[src/sv/gdrc_pkg.sv]
// Package: shared types and constants of the grid DDA ray caster.
package gdrc_pkg;
    localparam int unsigned FRAC_BITS = 11;
    localparam int unsigned SIDE_W    = 40;
    localparam logic [31:0] DELTA_SAT = 32'hFFFF_FFFF;
    localparam logic [15:0] DIST_MAX  = 16'hFFFF;
    localparam logic        REQ_WRITE = 1'b0;
    localparam logic        REQ_CAST  = 1'b1;

    typedef struct packed {
        logic        req_type;
        logic [4:0]  cell_x;
        logic [4:0]  cell_y;
        logic [2:0]  cell_type;
        logic [15:0] origin_x;
        logic [15:0] origin_y;
        logic signed [15:0] dir_cos;
        logic signed [15:0] dir_sin;
    } t_req;

    typedef struct packed {
        logic [15:0] wall_distance;
        logic        hit_face;
        logic [2:0]  wall_kind;
    } t_res;

    // Handshake between the sequencer and the divider.
    typedef struct packed {
        logic        start;
        logic [15:0] divisor;
    } t_div_cmd;

    typedef struct packed {
        logic        done;
        logic [31:0] quotient;
    } t_div_sts;
endpackage

[src/sv/gdrc_div.sv]
// Module: restoring divider computing 2^30 / divisor, one quotient bit a cycle.
module gdrc_div (
    input  logic               i_clk,
    input  logic               i_rst_n,
    input  gdrc_pkg::t_div_cmd i_cmd,
    output gdrc_pkg::t_div_sts o_sts
);
    import gdrc_pkg::*;

    logic [16:0] r_rem, n_rem;
    logic [30:0] r_quo, n_quo;
    logic [15:0] r_dvs;
    logic [4:0]  r_cnt;
    logic        r_busy, r_done;
    logic [16:0] w_try;

    // Shift in the next dividend bit: only bit 30 of 2^30 is set.
    always_comb begin
        w_try = {r_rem[15:0], (r_cnt == 5'd0)};
        n_rem = w_try;
        n_quo = {r_quo[29:0], 1'b0};
        if (w_try >= {1'b0, r_dvs}) begin
            n_rem = w_try - {1'b0, r_dvs};
            n_quo[0] = 1'b1;
        end
    end

    always_ff @(posedge i_clk) begin
        if (!i_rst_n) begin
            r_busy <= 1'b0;
            r_done <= 1'b0;
            r_cnt  <= 5'd0;
        end else begin
            r_done <= 1'b0;
            if (i_cmd.start) begin
                r_busy <= 1'b1;
                r_cnt  <= 5'd0;
                r_rem  <= 17'd0;
                r_quo  <= 31'd0;
                r_dvs  <= i_cmd.divisor;
            end else if (r_busy) begin
                r_rem <= n_rem;
                r_quo <= n_quo;
                r_cnt <= r_cnt + 5'd1;
                if (r_cnt == 5'd30) begin
                    r_busy <= 1'b0;
                    r_done <= 1'b1;
                end
            end
        end
    end

    assign o_sts.done     = r_done;
    assign o_sts.quotient = (r_dvs == 16'd0) ? DELTA_SAT : {1'b0, r_quo};
endmodule

[config.mk]
export PLATFORM = sky130hd
export DESIGN_NAME = gdrc_div
export DESIGN_NICKNAME = d
export VERILOG_FILES = /design/src/sv/gdrc_pkg.sv /design/src/sv/gdrc_div.sv
export SDC_FILE = /design/constraint.sdc
export NUM_CORES = 1
export LEC_CHECK = 0
export BUFFER_PORTS_ARGS = -buffer_cell sky130_fd_sc_hd__buf_2
export CORE_MARGIN = 2
export CORE_UTILIZATION = 35
export DETAILED_ROUTE_END_ITERATION = 10
export GPL_TIMING_DRIVEN = 0
export HOLD_SLACK_MARGIN = 0.12
export PLACE_DENSITY = 0.61
export REMOVE_ABC_BUFFERS = 1
export SLEW_MARGIN = 40
export SYNTH_ARGS = -nofsm -noshare
export SYNTH_HDL_FRONTEND = slang
export SYNTH_SLANG_ARGS = --single-unit
[constraint.sdc]
create_clock -name i_clk -period 3.5 [get_ports i_clk]
set_input_delay 0.35 -clock i_clk [delete_from_list [all_inputs] [get_ports i_clk]]
set_output_delay 0.35 -clock i_clk [all_outputs]
set_load 0.05 [all_outputs]
==> summary.md, run 1 <==
| Metric | Value |
|---|---|
| Worst path arrival time | approximately 3600 ps |
| Multi-input logic area | 1580 sq um |
| Post-CTS sizing | 0 |
| WL final | approximately 7600 um |
| Average size of a mapped cell | about 11 sq um |
| Critical Path Stages | 10 |
| Number of antenna violations at the first check in global routing | 0 |
| Crit path cell chain | inv_1, ha_1, or4b_2, ha_1, nand2b_1, a211o_1, a211o_1, a31o_1, or3b_1, a21oi_2 |
| Syn Inst Count | 340 |
| GRT Resource Usage Total | 14.1% |
| Dpl ws | about 64 ps |
| Ys async rst share | 0% |
| First-pass GRT wire length | roughly 13000 um |
| # rows | 37 |
| Setup ws final | about 130 ps |
| RePlAce Congestion | between 0.8 and 0.9 |
| Synth Area in Adders | under 10% |
| Deepest clock path buffer count | 2 |
| Avg WL per Cell | 14.2 um |
| Commonest cells in the netlist | edfxtp_1, nand2b_1, nor2b_1 |
| Fin Setup TNS | 0 ps |
| CTS tree | done |
| Post-Synth Simple-Gate Area | between 10% and 20% |
| Synth top area cells | edfxtp_1, ha_1, nand2b_1 |
| Post-DP HPWL | ~5200 um |
| CTS Hold Bufs | 0 |
| Synth Register Bits | 70 |
| Final core occ | a little over two fifths |
| Clk slew on worst S/H paths | 90 ps |
| Layout cells sized above 1 | about a fifth |
| Largest area contributor in the netlist | edfxtp_1 |
| Post-synthesis compound-gate area fraction | a little over a tenth |
| Die Span Y | between 100 and 150 um |
| Reg-to-reg setup timing slack | ~130 ps |
| Post-synth EDFFs | 63 |
| Warnings from Yosys | 0 |
| Worst hold stages | 1 |
| Worst-path maximum fanout | 10 |
| Worst hold slack | approximately 160 ps |
| Num CTS Buffers | 9 |
| Top FF cell, synth | edfxtp_1 |
| Netlist cell types | 48 |
| Post-Syn Area | roughly 3700 sq um |
| Peak VDD IR | ~0.20 mV |
| Final net count | between 400 and 500 |
| Maxcap violations | 0 |
| LEAKAGE | 1.82 nW |
| Slew Viols, Final | 0 |
| Top-count cell post-synth | edfxtp_1 |
| N_diodes | 0 |
| Core ar. | roughly 10000 sq um |
| Io pins | between 50 and 60 |
| Clock Skew | between 15 and 20 ps |
| # setup viols final | 0 |
| Sequential fraction of the synthesis area | between 50 and 60% |
| Fillers | 1012 |
| Vias in the first global route | 2600 |
| Post-synthesis mux area share | less than 1% |
| RSZ-0062 raised after global routing | false |
| Initial DRT Pass Iterations | 4 |
| Clock root cell | clkbuf_8 |
| Total die area | around 12000 sq um |
| Tightest Hold Check Type | in2reg |
| Relative slew slack | 54.1% |
| Worst Max-Slew Pin Slew | around 700 ps |
| Die X | ~110 um |
| Setup crit start kind | register |
| GRT Residual Overflow | 0 |
| DRC errors left | 0 |
| Worst path slowest cell | or4b_2 |
| Fin crit share | between 90 and 100% |
| Reg2Reg Depth | 10 |
| Fin crit period | between 3000 and 4000 ps |
| Postcts setup bufs | 0 |
| Post-route ant nets | 0 |
| Required @ worst endpoint | between 3000 and 4000 ps |
| Layout area overhead | 17.3% |
| CTS H-tree depth | 3 |
| Via count | approximately 2600 |
| Status | finished clean |
| Clock sink count | 70 |
| Iter 0 DRT Violations | ~130 |
| Power Density | about 500 nW/um^2 |
| Largest family of logic cells by synthesized area | simple AND/OR/NAND/NOR gates |
| Starting Density | between 30% and 40% |
| Largest net degree at the start of global routing | 52 |
| Fin. Hold Viols | 0 |
| Yosys top cell area share | 50.6% |
| Setup CP Type | reg2reg |
| Post-synthesis xor/xnor area fraction | 3.51% |
| Reg area | about 2000 sq um |
| Port bufs | just over 50 |
| Max incr delay on CP | between 600 and 700 ps |
| Worst path buffer plus inverter count | 1 |
| Clock Latency Late Sink | 360 ps |
| Crit end category | register |
| Vias per inst | between 4 and 5 |
| Crit-path leading delay family | simple AND/OR/NAND/NOR gates |
| Fmax | 0.296 GHz |
registers in the layout, indices dropped and copies added (netlist names):
name and count:
r_dvs 16, r_quo 31, r_rem 16, r_busy 1
r_done 1, r_cnt 5
worst reg2reg max path, stage by stage, from the launching register on:
cell	delay, ps
dfxtp_1	350
inv_1	90
ha_1	130
or4b_2	610
ha_1	240
nand2b_1	170
a211o_1	300
a211o_1	370
a31o_1	390
or3b_1	440
a21oi_2	130
final cells by class:
cell class / count / share of cell area [%]
multi-input cells: 234 / 35.9
well taps: 136 / 3.88
inverters: 22 / 1.88
clock inverters: 7 / 1.40
clock buffers: 9 / 2.82
repair buffers: 59 / 7.78
flip-flops and latches: 70 / 46.3
per-stage QoR:
step / power, mW / instance area (sq um) / instances
floorplan: 1.42 / 3670 / 326
global placement: 1.54 / 4100 / 513
detailed placement: 1.55 / 4170 / 516
CTS: 2.19 / 4350 / 532
global route: 2.31 / 4390 / 537
finish: 2.19 / 4390 / 537
where the power goes:
part / internal, mW / switching, mW / leakage, nW
logic: 0.209 / 0.327 / 1.06
registers: 0.988 / 0.0336 / 0.668
clock network: 0.271 / 0.361 / 0.0888
total: 1.47 / 0.722 / 1.82
worst paths after layout:
path / startpoint / endpoint
worst min register to register: r_cnt[4] / r_cnt[4]
worst min-delay path: i_cmd[8] / r_dvs[8]
worst max-delay path: r_cnt[0] / r_rem[8]
worst max register to register: r_cnt[0] / r_rem[8]
placed cells by master (no fill, tap or decap), drive strengths merged, types with 3 or more instances in the layout:
master / n
xor2: 7
dfxtp: 7
clkbuf: 9
buf: 59
nor2: 19
edfxtp: 63
o22ai: 3
nand2b: 38
nor3: 5
a211oi: 6
xnor2: 8
inv: 26
nor2b: 32
ha: 19
nand4: 5
a211o: 3
nor4: 4
o21ai: 8
o21a: 4
a21o: 4
a21oi: 21
nand2: 24
layer usage:
layer | global-route usage [%] | wire length, um | vias up
met5 | 0 | 0 | -
met1 | 19.2 | 3760 | 1262
met3 | 2.78 | 236 | 11
li1 | - | - | 1317
met2 | 21.7 | 3470 | 52
met4 | 6.32 | 148 | 0
cell families (layout without fill, tap and decap cells):
| logic type | count (synthesis) | count (layout) |
|---|---|---|
| buf+inv | 36 | 97 |
| xor+xnor | 15 | 15 |
| simple gates | 135 | 135 |
| mux | 2 | 2 |
| fa+ha+maj | 20 | 20 |
| flops | 70 | 70 |
| compound gates | 62 | 62 |
(Power assumes the default switching activity.)
==> run 2: changes to the inputs <==
- CELL_PAD_IN_SITES_DETAIL_PLACEMENT: default -> 0
- CELL_PAD_IN_SITES_GLOBAL_PLACEMENT: default -> 1
- PLACE_DENSITY: 0.61 -> 0.72
==> run 2 against run 1 <==
- first-iteration DRC count is 76% higher
- via count shrank 1.7%
- sequential power is essentially flat
- largest power group unchanged
- register-to-register slack better by 40 ps
- global-route usage shrank 0.31 points
- count of clock-buffer cells in the layout up 1
- utilization grew 0.30 points
- fmax grew 1.1%
- combinational power up 2%
==> summary.md, run 2 (same netlist as run 1, synthesis figures left out) <==
| Metric | Value |
|---|---|
| RePlAce Congestion | 0.775 (was 0.865) |
| Relative slew slack | 58.4% (was 54.1%) |
| Layout Cells excl Fill | 535 (was 537) |
| Clock Latency Late Sink | 350 ps (was 360 ps) |
| Crit-path leading delay family | simple AND/OR/NAND/NOR gates (unchanged) |
| Starting Density | 36.1% (unchanged) |
| Commonest cells after routing, fill and taps aside | edfxtp_1, buf_2, nand2b_1 (unchanged) |
| Post-route ant nets | 0 (unchanged) |
| Total die area | 11500 sq um (unchanged) |
| Post-DP HPWL | 5130 um (was 5250 um) |
| Max reg flops | 31 (unchanged) |
| Vias in the first global route | 2520 (was 2600) |
| GRT Resource Usage Total | 13.8% (was 14.1%) |
| Peak VDD IR | 0.302 mV (was 0.199 mV) |
| WL final | 7430 um (was 7620 um) |
| Largest net degree at the start of global routing | 52 (unchanged) |
| Die X | 107 um (unchanged) |
| Worst R2R Start | r_cnt[0] (unchanged) |
| Worst Max-Slew Pin Slew | 624 ps (was 688 ps) |
| Clock Skew | 15.0 ps (was 16.5 ps) |
| N_diodes | 0 (unchanged) |
| Status | finished clean (unchanged) |
| Crit path cell chain | inv_1, ha_1, or4b_2, ha_1, nand2b_1, a211o_1, a211o_1, a31o_4, or3b_1, a21oi_2 (was inv_1, ha_1, or4b_2, ha_1, nand2b_1, a211o_1, a211o_1, a31o_1, or3b_1, a21oi_2) |
| RSZ-0062 raised after global routing | false (unchanged) |
| Required @ worst endpoint | 3690 ps (was 3710 ps) |
| Dpl ws | 34.2 ps (was 63.6 ps) |
| DRC errors left | 0 (unchanged) |
| Die Span Y | 107 um (unchanged) |
| Setup CP Type | reg2reg (unchanged) |
| Worst path arrival time | 3530 ps (was 3580 ps) |
| Core ar. | 10400 sq um (unchanged) |
| # setup viols final | 0 (unchanged) |
| Slew Viols, Final | 0 (unchanged) |
| Final net count | 433 (was 435) |
| Worst path slowest cell | or4b_2 (unchanged) |
| Fmax | 0.300 GHz (was 0.296 GHz) |
| Layout cells sized above 1 | 19.5% (was 20.0%) |
| Clock root cell | clkbuf_8 (unchanged) |
| Clock sink count | 70 (unchanged) |
| CTS Hold Bufs | 0 (unchanged) |
| Commonest non-fill, non-tap cell in the layout | edfxtp_1 (unchanged) |
| Via count | 2596 (was 2642) |
| Initial DRT Pass Iterations | 5 (was 4) |
| Avg WL per Cell | 13.9 um (was 14.2 um) |
| Clk slew on worst S/H paths | 90 ps (about the same) |
| Fin crit period | 3330 ps (was 3370 ps) |
| Crit end category | register (unchanged) |
| Tightest Hold Check Type | in2reg (unchanged) |
| Num CTS Buffers | 9 (unchanged) |
| Min-Delay Startpoint | i_cmd[6] (was i_cmd[8]) |
| Setup ws final | 165 ps (was 127 ps) |
| Io pins | 52 (unchanged) |
| Fin crit share | 95.3% (was 96.4%) |
| Maxcap violations | 0 (unchanged) |
| Max incr delay on CP | 630 ps (was 610 ps) |
| Most flops, register | r_quo (unchanged) |
| GRT Residual Overflow | 0 (unchanged) |
| Layout area overhead | 18.1% (was 17.3%) |
| Worst path buffer plus inverter count | 1 (unchanged) |
| # rows | 37 (unchanged) |
| CTS tree | done (unchanged) |
| Inst Count DP | 516 (unchanged) |
| CTS H-tree depth | 3 (unchanged) |
| Vias per inst | 4.85 (was 4.92) |
| Setup crit start kind | register (unchanged) |
| LEAKAGE | 1.83 nW (was 1.82 nW) |
| Fin. Hold Viols | 0 (unchanged) |
| Biggest regs | r_quo x31, r_dvs x16, r_rem x16 (unchanged) |
| Iter 0 DRT Violations | 232 (was 132) |
| Worst hold slack | 185 ps (was 164 ps) |
| Port bufs | 51 (unchanged) |
| Crit. Startpoint | r_cnt[0] (unchanged) |
| Deepest clock path buffer count | 2 (unchanged) |
| Worst-path maximum fanout | 10 (unchanged) |
| Power Density | 521 nW/um^2 (was 499 nW/um^2) |
| First-pass GRT wire length | 12400 um (was 12600 um) |
| Number of antenna violations at the first check in global routing | 0 (unchanged) |
-- run 2: changes by cell type in the layout (fill, tap and decap cells not counted), moves of 2 or more --
| cell | before | now |
|---|---|---|
| buf_4 | 7 | 5 |
| inv_6 | 3 | 1 |
| buf_12 | 0 | 2 |
| bufinv_16 | 0 | 2 |
-- run 2: final timing paths --
kind / to / slack, ps / depth (start not counted)
max: r_rem[8] / 170 / 10
min: r_dvs[6] / 190 / 1
max reg2reg: r_rem[8] / 170 / 10
min reg2reg: r_cnt[4] / 540 / 2
-- run 2: repair_timing --
action	CTS	global route
hold endpoints to repair	0	0
setup buffers	3	0
gates resized for setup	0	2
setup endpoints to repair	1	1
pin swaps	1	0
-- run 2: metal layers --
layer,global-route usage [%],routed length (um),vias up
met5,0,0,-
met4,5.49,121,0
met3,2.54,224,7
met2,20.9,3350,55
met1,19.4,3730,1223
li1,-,-,1311
-- run 2: layout make-up --
class | count | area (sq um)
timing repair buffer | 57 | 328
sequential | 70 | 2030
inverter | 22 | 82.6
fill | 1015 | 5950
multi-input combinational | 234 | 1590
tap | 136 | 170
clock inverter | 6 | 93.8
clock buffer | 10 | 128
-- run 2: power breakdown --
group          internal (mW)  switching, mW  total, mW
Combinational          0.212          0.332      0.544
Clock                  0.407          0.331      0.737
Sequential             0.988         0.0320       1.02
-- run 2: metrics by stage --
stage	TNS, ps	power, mW	util (%)	area, sq um
floorplan	0	1.42	-	3670
global placement	-2020	1.54	39.5	4100
detailed placement	0	1.55	40.1	4150
CTS	0	2.32	42.5	4410
global route	0	2.43	42.6	4420
finish	0	2.30	42.6	4420
